<file path="config.mk">
export PLATFORM = sky130hd
export DESIGN_NAME = priority_waiter_wakeup_selector
export DESIGN_NICKNAME = d
export VERILOG_FILES = /design/src/hdl/pwws_pkg.sv /design/src/hdl/pwws_cell.sv /design/src/hdl/priority_waiter_wakeup_selector.sv
export SDC_FILE = /design/constraint.sdc
export NUM_CORES = 2
export LEC_CHECK = 0
export BUFFER_PORTS_ARGS = -buffer_cell sky130_fd_sc_hd__buf_2
export CAP_MARGIN = 20
export CORE_UTILIZATION = 50
export DETAILED_ROUTE_END_ITERATION = 7
export GPL_TIMING_DRIVEN = 0
export HOLD_SLACK_MARGIN = 0.06
export PLACE_DENSITY = 0.76
export SETUP_SLACK_MARGIN = 0.4
export SKIP_CTS_REPAIR_TIMING = 1
export SYNTH_ARGS = -nofsm -noshare
export SYNTH_HDL_FRONTEND = slang
export SYNTH_SLANG_ARGS = --single-unit
</file>
<file path="constraint.sdc">
create_clock -name clk -period 3 [get_ports clk]
set_input_delay 0.15 -clock clk [delete_from_list [all_inputs] [get_ports clk]]
set_output_delay 0.15 -clock clk [all_outputs]
set_load 0.03 [all_outputs]
</file>
<file path="src/hdl/pwws_pkg.sv">
// types and constants shared by the wakeup selector and its cells
`timescale 1ns / 1ps

package pwws_pkg;

  localparam int PRIO_W  = 6;
  localparam int IDX_W   = 6;
  localparam int MASK_W  = 64;
  localparam int REQ_W   = 8;
  localparam int CMD_W   = 2;
  localparam int STAT_W  = 2;

  localparam logic [CMD_W-1:0] CMD_SET      = 2'd0;
  localparam logic [CMD_W-1:0] CMD_WAKE_ONE = 2'd1;
  localparam logic [CMD_W-1:0] CMD_WAKE_ALL = 2'd2;

  localparam logic [STAT_W-1:0] ST_OK    = 2'd0;
  localparam logic [STAT_W-1:0] ST_RANGE = 2'd1;
  localparam logic [STAT_W-1:0] ST_EMPTY = 2'd2;

  typedef struct packed {
    logic [CMD_W-1:0]  command;
    logic [IDX_W-1:0]  thread;
    logic [REQ_W-1:0]  priority_req;
    logic [MASK_W-1:0] waiters;
  } in_t;

  typedef struct packed {
    logic [STAT_W-1:0] status;
    logic [IDX_W-1:0]  woken;
    logic              last;
  } out_t;

  // scan token handed from cell to cell
  typedef struct packed {
    logic              valid;
    logic              all;
    logic              found;
    logic [PRIO_W-1:0] prio;
    logic [IDX_W-1:0]  idx;
  } tok_t;

endpackage

</file>
<file path="src/hdl/pwws_cell.sv">
// one table cell: priority entry, waiter bit and token stage
`timescale 1ns / 1ps

module pwws_cell #(
  parameter int INDEX = 0
) (
  input  logic                      clk,
  input  logic                      rst,
  input  logic                      adv,
  input  logic                      load,
  input  logic                      wait_in,
  input  logic                      wr_en,
  input  logic [pwws_pkg::PRIO_W-1:0] wr_prio,
  input  pwws_pkg::tok_t            tok_in,
  output pwws_pkg::tok_t            tok_out,
  output logic                      wait_bit,
  output logic                      emit
);

  logic [pwws_pkg::PRIO_W-1:0] prio;
  pwws_pkg::tok_t              tok_next;

  assign emit = tok_in.valid && tok_in.all && wait_bit;

  always_comb begin
    tok_next = tok_in;
    if (tok_in.valid && !tok_in.all && wait_bit &&
        (!tok_in.found || (prio < tok_in.prio))) begin
      tok_next.found = 1'b1;
      tok_next.prio  = prio;
      tok_next.idx   = pwws_pkg::IDX_W'(INDEX);
    end
  end

  always_ff @(posedge clk) begin
    if (rst) begin
      prio     <= '0;
      wait_bit <= 1'b0;
      tok_out  <= '0;
    end else begin
      if (wr_en) begin
        prio <= wr_prio;
      end
      if (load) begin
        wait_bit <= wait_in;
      end else if (adv && emit) begin
        wait_bit <= 1'b0;
      end
      if (adv) begin
        tok_out <= tok_next;
      end
    end
  end

endmodule

</file>
<file path="src/hdl/priority_waiter_wakeup_selector.sv">
// top level: priority table as a chain of cells with a travelling scan token
//
//   channel | signals                      | transfer when
//   --------+------------------------------+----------------------
//   input   | in_valid, in_ready, in_data  | in_valid && in_ready
//   output  | out_valid, out_ready, out_data| out_valid && out_ready
//
// set_priority and empty masks answer from the input cycle straight into the
// output register, so they can follow one a cycle while the output is taken.
// unused commands give no result. a wake command sends a token through the
// THREADS cells, one cell a cycle unless a full output register stalls it,
// and the block takes no new command until the token has left the last cell.
// in_ready is low while a token travels or a result waits. reset clears the
// table and token.
`timescale 1ns / 1ps

module priority_waiter_wakeup_selector #(
  parameter int THREADS      = 64,
  parameter int MAX_PRIORITY = 63
) (
  input  logic             clk,
  input  logic             rst,
  input  logic             in_valid,
  output logic             in_ready,
  input  pwws_pkg::in_t    in_data,
  output logic             out_valid,
  input  logic             out_ready,
  output pwws_pkg::out_t   out_data
);

  pwws_pkg::tok_t             tok [THREADS+1];
  pwws_pkg::tok_t             tok_start;
  logic [THREADS-1:0]         wait_vec;
  logic [THREADS-1:0]         emit_vec;
  logic [THREADS-1:0]         wr_vec;
  logic [THREADS-1:0]         mask;
  logic                       busy;
  logic                       accept;
  logic                       out_full;
  logic                       any_emit;
  logic                       fin_one;
  logic                       stall;
  logic                       adv;
  logic                       range_err;
  logic                       set_ok;
  logic                       direct_load;
  logic                       chain_load;
  logic                       launch;
  pwws_pkg::out_t             direct_res;
  pwws_pkg::out_t             chain_res;
  logic [THREADS-1:0]         remaining;
  logic [pwws_pkg::IDX_W-1:0] emit_idx;

  assign mask      = in_data.waiters[THREADS-1:0];
  assign out_full  = out_valid && !out_ready;
  assign in_ready  = !busy && !out_full;
  assign accept    = in_valid && in_ready;
  assign range_err = in_data.priority_req > pwws_pkg::REQ_W'(MAX_PRIORITY);
  assign set_ok    = accept && (in_data.command == pwws_pkg::CMD_SET) && !range_err;

  assign any_emit  = |emit_vec;
  assign fin_one   = tok[THREADS].valid && !tok[THREADS].all;
  assign stall     = (any_emit || fin_one) && out_full;
  assign adv       = !stall;
  assign remaining = wait_vec & ~emit_vec;

  assign tok[0] = tok_start;

  for (genvar i = 0; i < THREADS; i++) begin : g_cell
    assign wr_vec[i] = set_ok && (in_data.thread == pwws_pkg::IDX_W'(i));
    pwws_cell #(.INDEX(i)) u_cell (
      .clk      (clk),
      .rst      (rst),
      .adv      (adv),
      .load     (launch),
      .wait_in  (mask[i]),
      .wr_en    (wr_vec[i]),
      .wr_prio  (in_data.priority_req[pwws_pkg::PRIO_W-1:0]),
      .tok_in   (tok[i]),
      .tok_out  (tok[i+1]),
      .wait_bit (wait_vec[i]),
      .emit     (emit_vec[i])
    );
  end

  always_comb begin
    emit_idx = '0;
    for (int i = 0; i < THREADS; i++) begin
      if (emit_vec[i]) begin
        emit_idx = pwws_pkg::IDX_W'(i);
      end
    end
  end

  always_comb begin
    direct_load = 1'b0;
    launch      = 1'b0;
    direct_res  = '{status: pwws_pkg::ST_OK, woken: '0, last: 1'b1};
    if (accept) begin
      unique case (in_data.command)
        pwws_pkg::CMD_SET: begin
          direct_load = 1'b1;
          if (range_err) begin
            direct_res.status = pwws_pkg::ST_RANGE;
          end
        end
        pwws_pkg::CMD_WAKE_ONE, pwws_pkg::CMD_WAKE_ALL: begin
          if (mask == '0) begin
            direct_load       = 1'b1;
            direct_res.status = pwws_pkg::ST_EMPTY;
          end else begin
            launch = 1'b1;
          end
        end
        default: begin
        end
      endcase
    end
  end

  always_comb begin
    chain_load = adv && (any_emit || fin_one);
    chain_res  = '{status: pwws_pkg::ST_OK, woken: '0, last: 1'b1};
    if (any_emit) begin
      chain_res.woken = emit_idx;
      chain_res.last  = (remaining == '0);
    end else begin
      chain_res.woken = tok[THREADS].idx;
    end
  end

  always_ff @(posedge clk) begin
    if (rst) begin
      busy      <= 1'b0;
      out_valid <= 1'b0;
      tok_start <= '0;
    end else begin
      if (launch) begin
        busy            <= 1'b1;
        tok_start.valid <= 1'b1;
        tok_start.all   <= (in_data.command == pwws_pkg::CMD_WAKE_ALL);
        tok_start.found <= 1'b0;
        tok_start.prio  <= '0;
        tok_start.idx   <= '0;
      end else begin
        if (adv) begin
          tok_start.valid <= 1'b0;
        end
        if (adv && tok[THREADS].valid) begin
          busy <= 1'b0;
        end
      end
      if (direct_load || chain_load) begin
        out_valid <= 1'b1;
      end else if (out_ready) begin
        out_valid <= 1'b0;
      end
    end
  end

  always_ff @(posedge clk) begin
    if (direct_load) begin
      out_data <= direct_res;
    end else if (chain_load) begin
      out_data <= chain_res;
    end
  end

endmodule

</file>
After elaboration in Yosys (flattened, before gate mapping)

Index checks and enable logic that the tools add are counted.

Bits in registers: 1,414
Logic and storage cells: 1,587
Input bits: 84
Bits in latches: 0
RAM bits: 0
Memories kept: 0
Memory bits (read-only): 0
Output and inout port bits: 11

Shift operators: 0
Add/sub/neg operators: 0
Divide/modulo/power cells: 0
$mul: 0
Bitwise gates (word level): 2
Reduce and logical (&&, ||, !) cells: 727
Muxes and demuxes: 275
Magnitude comparators: 64
Eq/ne operators: 66

Operators by type and width:

| cell                                                | count |
|---|---|
| two-way mux 13 bit                                  | 63 |
| logical AND 1 bit                                   | 456 |
| two-way mux 6 bit                                   | 64 |
| < comparator 6 bit                                  | 63 |
| == test 6 bit (second input constant)               | 32 |
| two-way mux 1 bit                                   | 142 |
| nonzero test 2 bit                                  | 67 |
| logical NOT 1 bit                                   | 133 |
| logical NOT 64 bit                                  | 2 |
| == test 6 x 5 -> 1 bit (second input constant)      | 16 |
| logical OR 1 bit                                    | 65 |
| AND 64 bit                                          | 1 |
| NOT 64 bit                                          | 1 |
| OR reduction 64 bit                                 | 1 |
| == test 6 x 4 -> 1 bit (second input constant)      | 8 |
| == test 6 x 3 -> 1 bit (second input constant)      | 4 |
| two-way mux 9 bit                                   | 2 |
| == test 6 x 2 -> 1 bit (second input constant)      | 2 |
| > comparator 8 x 6 -> 1 bit (second input constant) | 1 |
| == test 6 x 1 -> 1 bit (second input constant)      | 1 |
| logical NOT 6 bit                                   | 1 |
| two-way mux 2 bit                                   | 2 |
| case mux 2 bit (2 select lines)                     | 1 |
| == test 2 x 1 -> 1 bit (second input constant)      | 1 |
| other kinds (5)                                     | 5 |

Longest topological paths before layout

Word-level depth: 68
Gate-level depth with buffers: 10
Gate-level depth less buffers: 8

Modules after synthesis

From an unflattened synthesis, not the netlist that was laid out.

Cell total of the unflattened synthesis: 7,446
Area, all modules: 68,949.9 um^2

Modules (own cells, without submodules):

| module                            | area an instance (um^2) | cells each | seq. area each (um^2) | instances |
|---|---|---|---|---|
| pwws_cell (g_cell[10].u_cell ...) | 1,046.0                 | 109        | 440.4                 | 25 |
| pwws_cell (g_cell[19].u_cell ...) | 1,042.2                 | 109        | 440.4                 | 14 |
| pwws_cell (g_cell[16].u_cell ...) | 1,041.0                 | 118        | 440.4                 | 6 |
| pwws_cell (g_cell[51].u_cell ...) | 1,038.5                 | 109        | 440.4                 | 6 |
| pwws_cell (g_cell[31].u_cell ...) | 1,024.7                 | 109        | 440.4                 | 5 |
| pwws_cell (g_cell[23].u_cell ...) | 1,028.5                 | 109        | 440.4                 | 4 |
| priority_waiter_wakeup_selector   | 2,408.6                 | 416        | 280.3                 | 1 |
| pwws_cell (g_cell[15].u_cell)     | 1,034.7                 | 109        | 440.4                 | 1 |
| pwws_cell (g_cell[47].u_cell)     | 1,031.0                 | 109        | 440.4                 | 1 |
| pwws_cell (g_cell[63].u_cell)     | 1,021.0                 | 109        | 440.4                 | 1 |
| pwws_cell (g_cell[0].u_cell)      | 998.5                   | 109        | 440.4                 | 1 |

Least setup slack after synthesis

Ideal clock, no wire load.

Path type: register to register
From: register out_valid
To: register g_cell[3].u_cell.prio[0] (netlist bit)
Period minus slack after synthesis: 2.567 ns
Slack: 0.433 ns
Stages on the path, launching flop included: 10
Data required time: 2.930 ns
Path buffers: 2
Data arrival time: 2.496 ns
Library setup time: 0.070 ns
Cell sequence: dfxtp_1 nor2b_1 nor2_1 nand4_1 or3_1 clkbuf_1 clkbuf_1 nor2_1 nand2_1 a21oi_1

Cells in the longest elaborated chain, start to end: 7

Ends and longest elaborated chain:

| element                        | RTL line                               | text |
|---|---|---|
| from (decl)                    | priority_waiter_wakeup_selector.sv:26  | `output logic out_valid,` |
| from (signal assigned)         | priority_waiter_wakeup_selector.sv:135 | `out_valid <= 1'b0;` |
| from (signal assigned)         | priority_waiter_wakeup_selector.sv:154 | `out_valid <= 1'b1;` |
| from (signal assigned)         | priority_waiter_wakeup_selector.sv:156 | `out_valid <= 1'b0;` |
| logical AND 1 bit              | priority_waiter_wakeup_selector.sv:55  | `assign out_full = out_valid && !out_ready;` |
| logical NOT 1 bit              | priority_waiter_wakeup_selector.sv:56  | `assign in_ready = !busy && !out_full;` |
| logical AND 1 bit              | priority_waiter_wakeup_selector.sv:56  |  |
| named net in_ready             | priority_waiter_wakeup_selector.sv:24  | `output logic in_ready,` |
| logical AND 1 bit              | priority_waiter_wakeup_selector.sv:57  | `assign accept = in_valid && in_ready;` |
| logical AND 1 bit (2 in a row) | priority_waiter_wakeup_selector.sv:59  | `assign set_ok = accept && (in_data.command == pwws_pkg::CMD_SET) && !range_err;` |
| logical AND 1 bit              | priority_waiter_wakeup_selector.sv:70  | `assign wr_vec[i] = set_ok && (in_data.thread == pwws_pkg::IDX_W'(i));` |
| to (signal assigned)           | pwws_cell.sv:42                        | `prio <= wr_prio;` |
| to (decl)                      | pwws_cell.sv:20                        | `logic [pwws_pkg::PRIO_W-1:0] prio;` |

The timed path passes the listed nets, and every way through them passes these cells.
A chain may end at the register's enable or synchronous reset.

Final worst setup path

From: register g_cell[18].u_cell.wait_bit
To: register g_cell[51].u_cell.tok_out[0] (netlist bit)

Cells in the longest elaborated chain, start to end: 4

Ends and longest elaborated chain:

| element                | RTL line                              | text |
|---|---|---|
| from (decl)            | pwws_cell.sv:16                       | `output logic wait_bit,` |
| from (signal assigned) | pwws_cell.sv:45                       | `wait_bit <= wait_in;` |
| logical AND 1 bit      | pwws_cell.sv:23                       | `assign emit = tok_in.valid && tok_in.all && wait_bit;` |
| OR reduction 64 bit    | priority_waiter_wakeup_selector.sv:61 | `assign any_emit = \|emit_vec;` |
| logical OR 1 bit       | priority_waiter_wakeup_selector.sv:63 | `assign stall = (any_emit \|\| fin_one) && out_full;` |
| logical AND 1 bit      | priority_waiter_wakeup_selector.sv:63 |  |
| to (signal assigned)   | pwws_cell.sv:50                       | `tok_out <= tok_next;` |
| to (decl)              | pwws_cell.sv:15                       | `output pwws_pkg::tok_t tok_out,` |

Every way passes these cells.

==> metrics.txt <==
slowest CP cell=nor4_4; Reg-to-Reg End=g_cell[51].u_cell.tok_out[0]; first-pass detailed-route iteration total=7; minimum clock period=around 3 ns; row count=between 100 and 150; Vias/cell=6.27; layout cells sized above 1=0.127; final hold violations=0; DRT iter0 DRCs=8211; Die Footprint=between 100000 and 150000 um^2; setup TNS=-0.00365 ns; unrepaired setup endpoints after global routing=yes; Leak=26.3 nW; vias in the first global route=between 50000 and 60000; critical path class=flip-flop to flip-flop; Comb power frac=0.041; r2r worst-path depth=11; pre-CTS setup slack=-0.963 ns; io pins=95; minimum setup slack among reg-to-reg paths=-0.004 ns; status=finished, violations left; mean cell area of the mapped netlist=between 8 and 9 um^2; Synth area leader=dfxtp_1; DRT Wirelength=259 mm; PwrDens=518 nW/um^2; P_int=~29 mW; initial antenna violation count=21; first-pass GRT wire length=approximately 360 mm; Die Y=~360 um; Netlist cell types=60; Root Driver=clkbuf_16; hold slack final=0.0564 ns; Max Freq=around 330 MHz; switch share=0.242; P_sw=~9.3 mW; Worst Hold Endpoint=out_data[0]; Syn Nets=approximately 8100; Worst-Margin Slew=between 1 and 1.5 ns; CTS tree=done; overall power=about 38 mW; Worst Path Required=around 3.7 ns; hold path start=in_data[78]; final max-slew violation count=0; Critical Path AT=3.70 ns; Clk pwr share=0.486; Flop pwr share=0.473; Worst IR Drop VDD=~540 uV; Placed Cells=approximately 9400; post-layout util=0.590; Yosys reg bits=around 1400; crit end category=flip-flop; total track usage=0.385; EDFF count, synth=2; wire per inst=26.4 um; TritonCTS buffer count=roughly 150; H-Tree Depth=4; critical path, cell by cell=nand3_2 -> nand4_1 -> nor4_4 -> nand4_4 -> o21ai_4 -> buf_12 -> buf_16 -> buf_8 -> buf_6 -> nor2_1 -> nor3_1; Post-synth ARST share=0; ranking of synthesized cells by area=dfxtp_1 (43%), nand2_1 (7.2%), a21oi_1 (6.8%); CTS clk-pin slew, worst paths=around 0.060 ns; Ys Warns=0; dominant synthesized flop cell=dfxtp_1; filler instances=between 10000 and 15000; violated checks=setup timing; FF/Latch Area=27200 um^2; worst skew pair latency=0.82 ns; worst-path fanout max=10; final setup margin=-0.00365 ns; clk_skew=around 0.038 ns; multi-input logic area=between 30000 and 40000 um^2; clk sink count=about 1400; synth cell count leaders=dfxtp_1 (1349), nand2_1 (1207), a21oi_1 (855); slowest stage delay, CP=between 0.5 and 0.6 ns; Layout Nets=around 8500; count leader, synth=dfxtp_1; DP Area=between 60000 and 70000 um^2; area grow syn2layout=17.1%; largest net degree at the start of global routing=17; WHS Path Cells=6; Max Buffers Root-to-Sink=3; synthesized area=~63000 um^2; routed via count=just over 60000; Post-Layout Cell Count=a little under 10000; Final Cycle Share=1.00; DIE WIDTH=358 um; register area share after synthesis=0.428; routability cong.=around 1.1; FF-to-FF Start=g_cell[18].u_cell.wait_bit; initial core utilization=0.504; Buffers on Ports=87; worst hold path type=primary input to flip-flop; HPWL after DPL=192 mm; Antenna Nets Post-Route=0; setup violators final=1; DRC errors left=0; Overflow after GRT=0; core area=~130000 um^2; Max-Cap Viols=0; Gate Count Post-Synth=approximately 7700; Worst Setup Start Kind=flip-flop; Slew headroom=0.144; design area=between 70000 and 80000 um^2; top cell type's share of synthesized area=0.427
per-layer routing:
layer	routed length, um	share of wire	up-vias	GRT usage
met3	30500	0.12	804	0.0972
li1	-	-	27528	-
met1	101000	0.39	29652	0.496
met5	201	0.00078	-	0
met2	109000	0.42	3616	0.573
met4	18100	0.070	12	0.244
power by group through the flow:
| stage | combinational, mW | clock (mW) | sequential [mW] |
|---|---|---|---|
| floorplan | 0.578 | 0 | 18.5 |
| global placement | 1.27 | 0 | 18.5 |
| detailed placement | 1.31 | 0 | 18.5 |
| CTS | 1.32 | 18.6 | 18.1 |
| global route | 1.54 | 19.4 | 18.1 |
| finish | 1.56 | 18.7 | 18.1 |
layout make-up:
cell class,count,area share
multi-input combinational,5411,0.446
sequential,1351,0.367
clock buffer,221,0.0602
buffer,515,0.0441
timing repair buffer,244,0.0286
tap,1650,0.0279
inverter,381,0.0193
clock inverter,47,0.00620
antenna,13,0.000439
state kept, by name, indices dropped and copies added (netlist names):
name                    flops
g_cell.u_cell.wait_bit     64
tok                         2
out_data                    9
g_cell.u_cell.prio        384
out_valid                   1
g_cell.u_cell.tok_out     890
busy                        1
layout by cell type (no fill, tap or decap), types with 26 or more instances in the layout:
master	Yosys	routed
nand3_1	175	145
nor3_1	444	429
clkinv_2	0	26
buf_4	73	75
nand2b_1	77	77
inv_1	381	381
dfxtp_1	1349	1286
dlygate4sd3_1	0	74
nand4_1	83	83
a311oi_1	63	52
a21o_1	63	63
buf_2	83	129
clkbuf_8	0	42
a211oi_1	208	207
ha_1	318	318
nand3b_1	129	129
a211oi_2	172	173
mux2i_1	372	368
clkbuf_2	0	72
clkbuf_16	0	162
clkbuf_1	330	282
nand2_1	1207	1207
a21oi_1	855	850
o21ai_0	268	267
clkbuf_4	0	35
nor2_1	695	665
a31oi_1	68	63
buf_6	17	61
o211ai_1	66	66
dfxtp_2	0	51
logic make-up after synthesis:
| logic type | after synthesis | share of synthesized area |
|---|---|---|
| muxes | 372 | 0.0588 |
| and+or+nand+nor | 2898 | 0.203 |
| adders and majority gates | 318 | 0.0629 |
| DFF | 1351 | 0.428 |
| buffers and inverters | 896 | 0.0611 |
| AOI/OAI and AO/OA | 1823 | 0.186 |
critical path: cells and delay by family, from the launching register on:
kind / cells / cell delay [ns]
AO/OA/AOI/OAI: 1 / 0.22
buffers and inverters: 4 / 0.69
flip-flops: 1 / 0.37
AND/OR/NAND/NOR: 6 / 1.55
worst max path at each step:
| stage | cells past startpoint | from | to |
|---|---|---|---|
| after floorplan | 9 | out_valid | g_cell[3].u_cell.prio[0] |
| after global placement | 9 | in_data[16] | g_cell[10].u_cell.wait_bit |
| after detailed placement | 8 | out_valid | g_cell[32].u_cell.prio[3] |
| after CTS | 8 | out_valid | g_cell[32].u_cell.prio[3] |
| after global routing | 11 | g_cell[18].u_cell.wait_bit | g_cell[51].u_cell.tok_out[0] |
| final | 11 | g_cell[18].u_cell.wait_bit | g_cell[51].u_cell.tok_out[0] |
(Power assumes the default switching activity.)
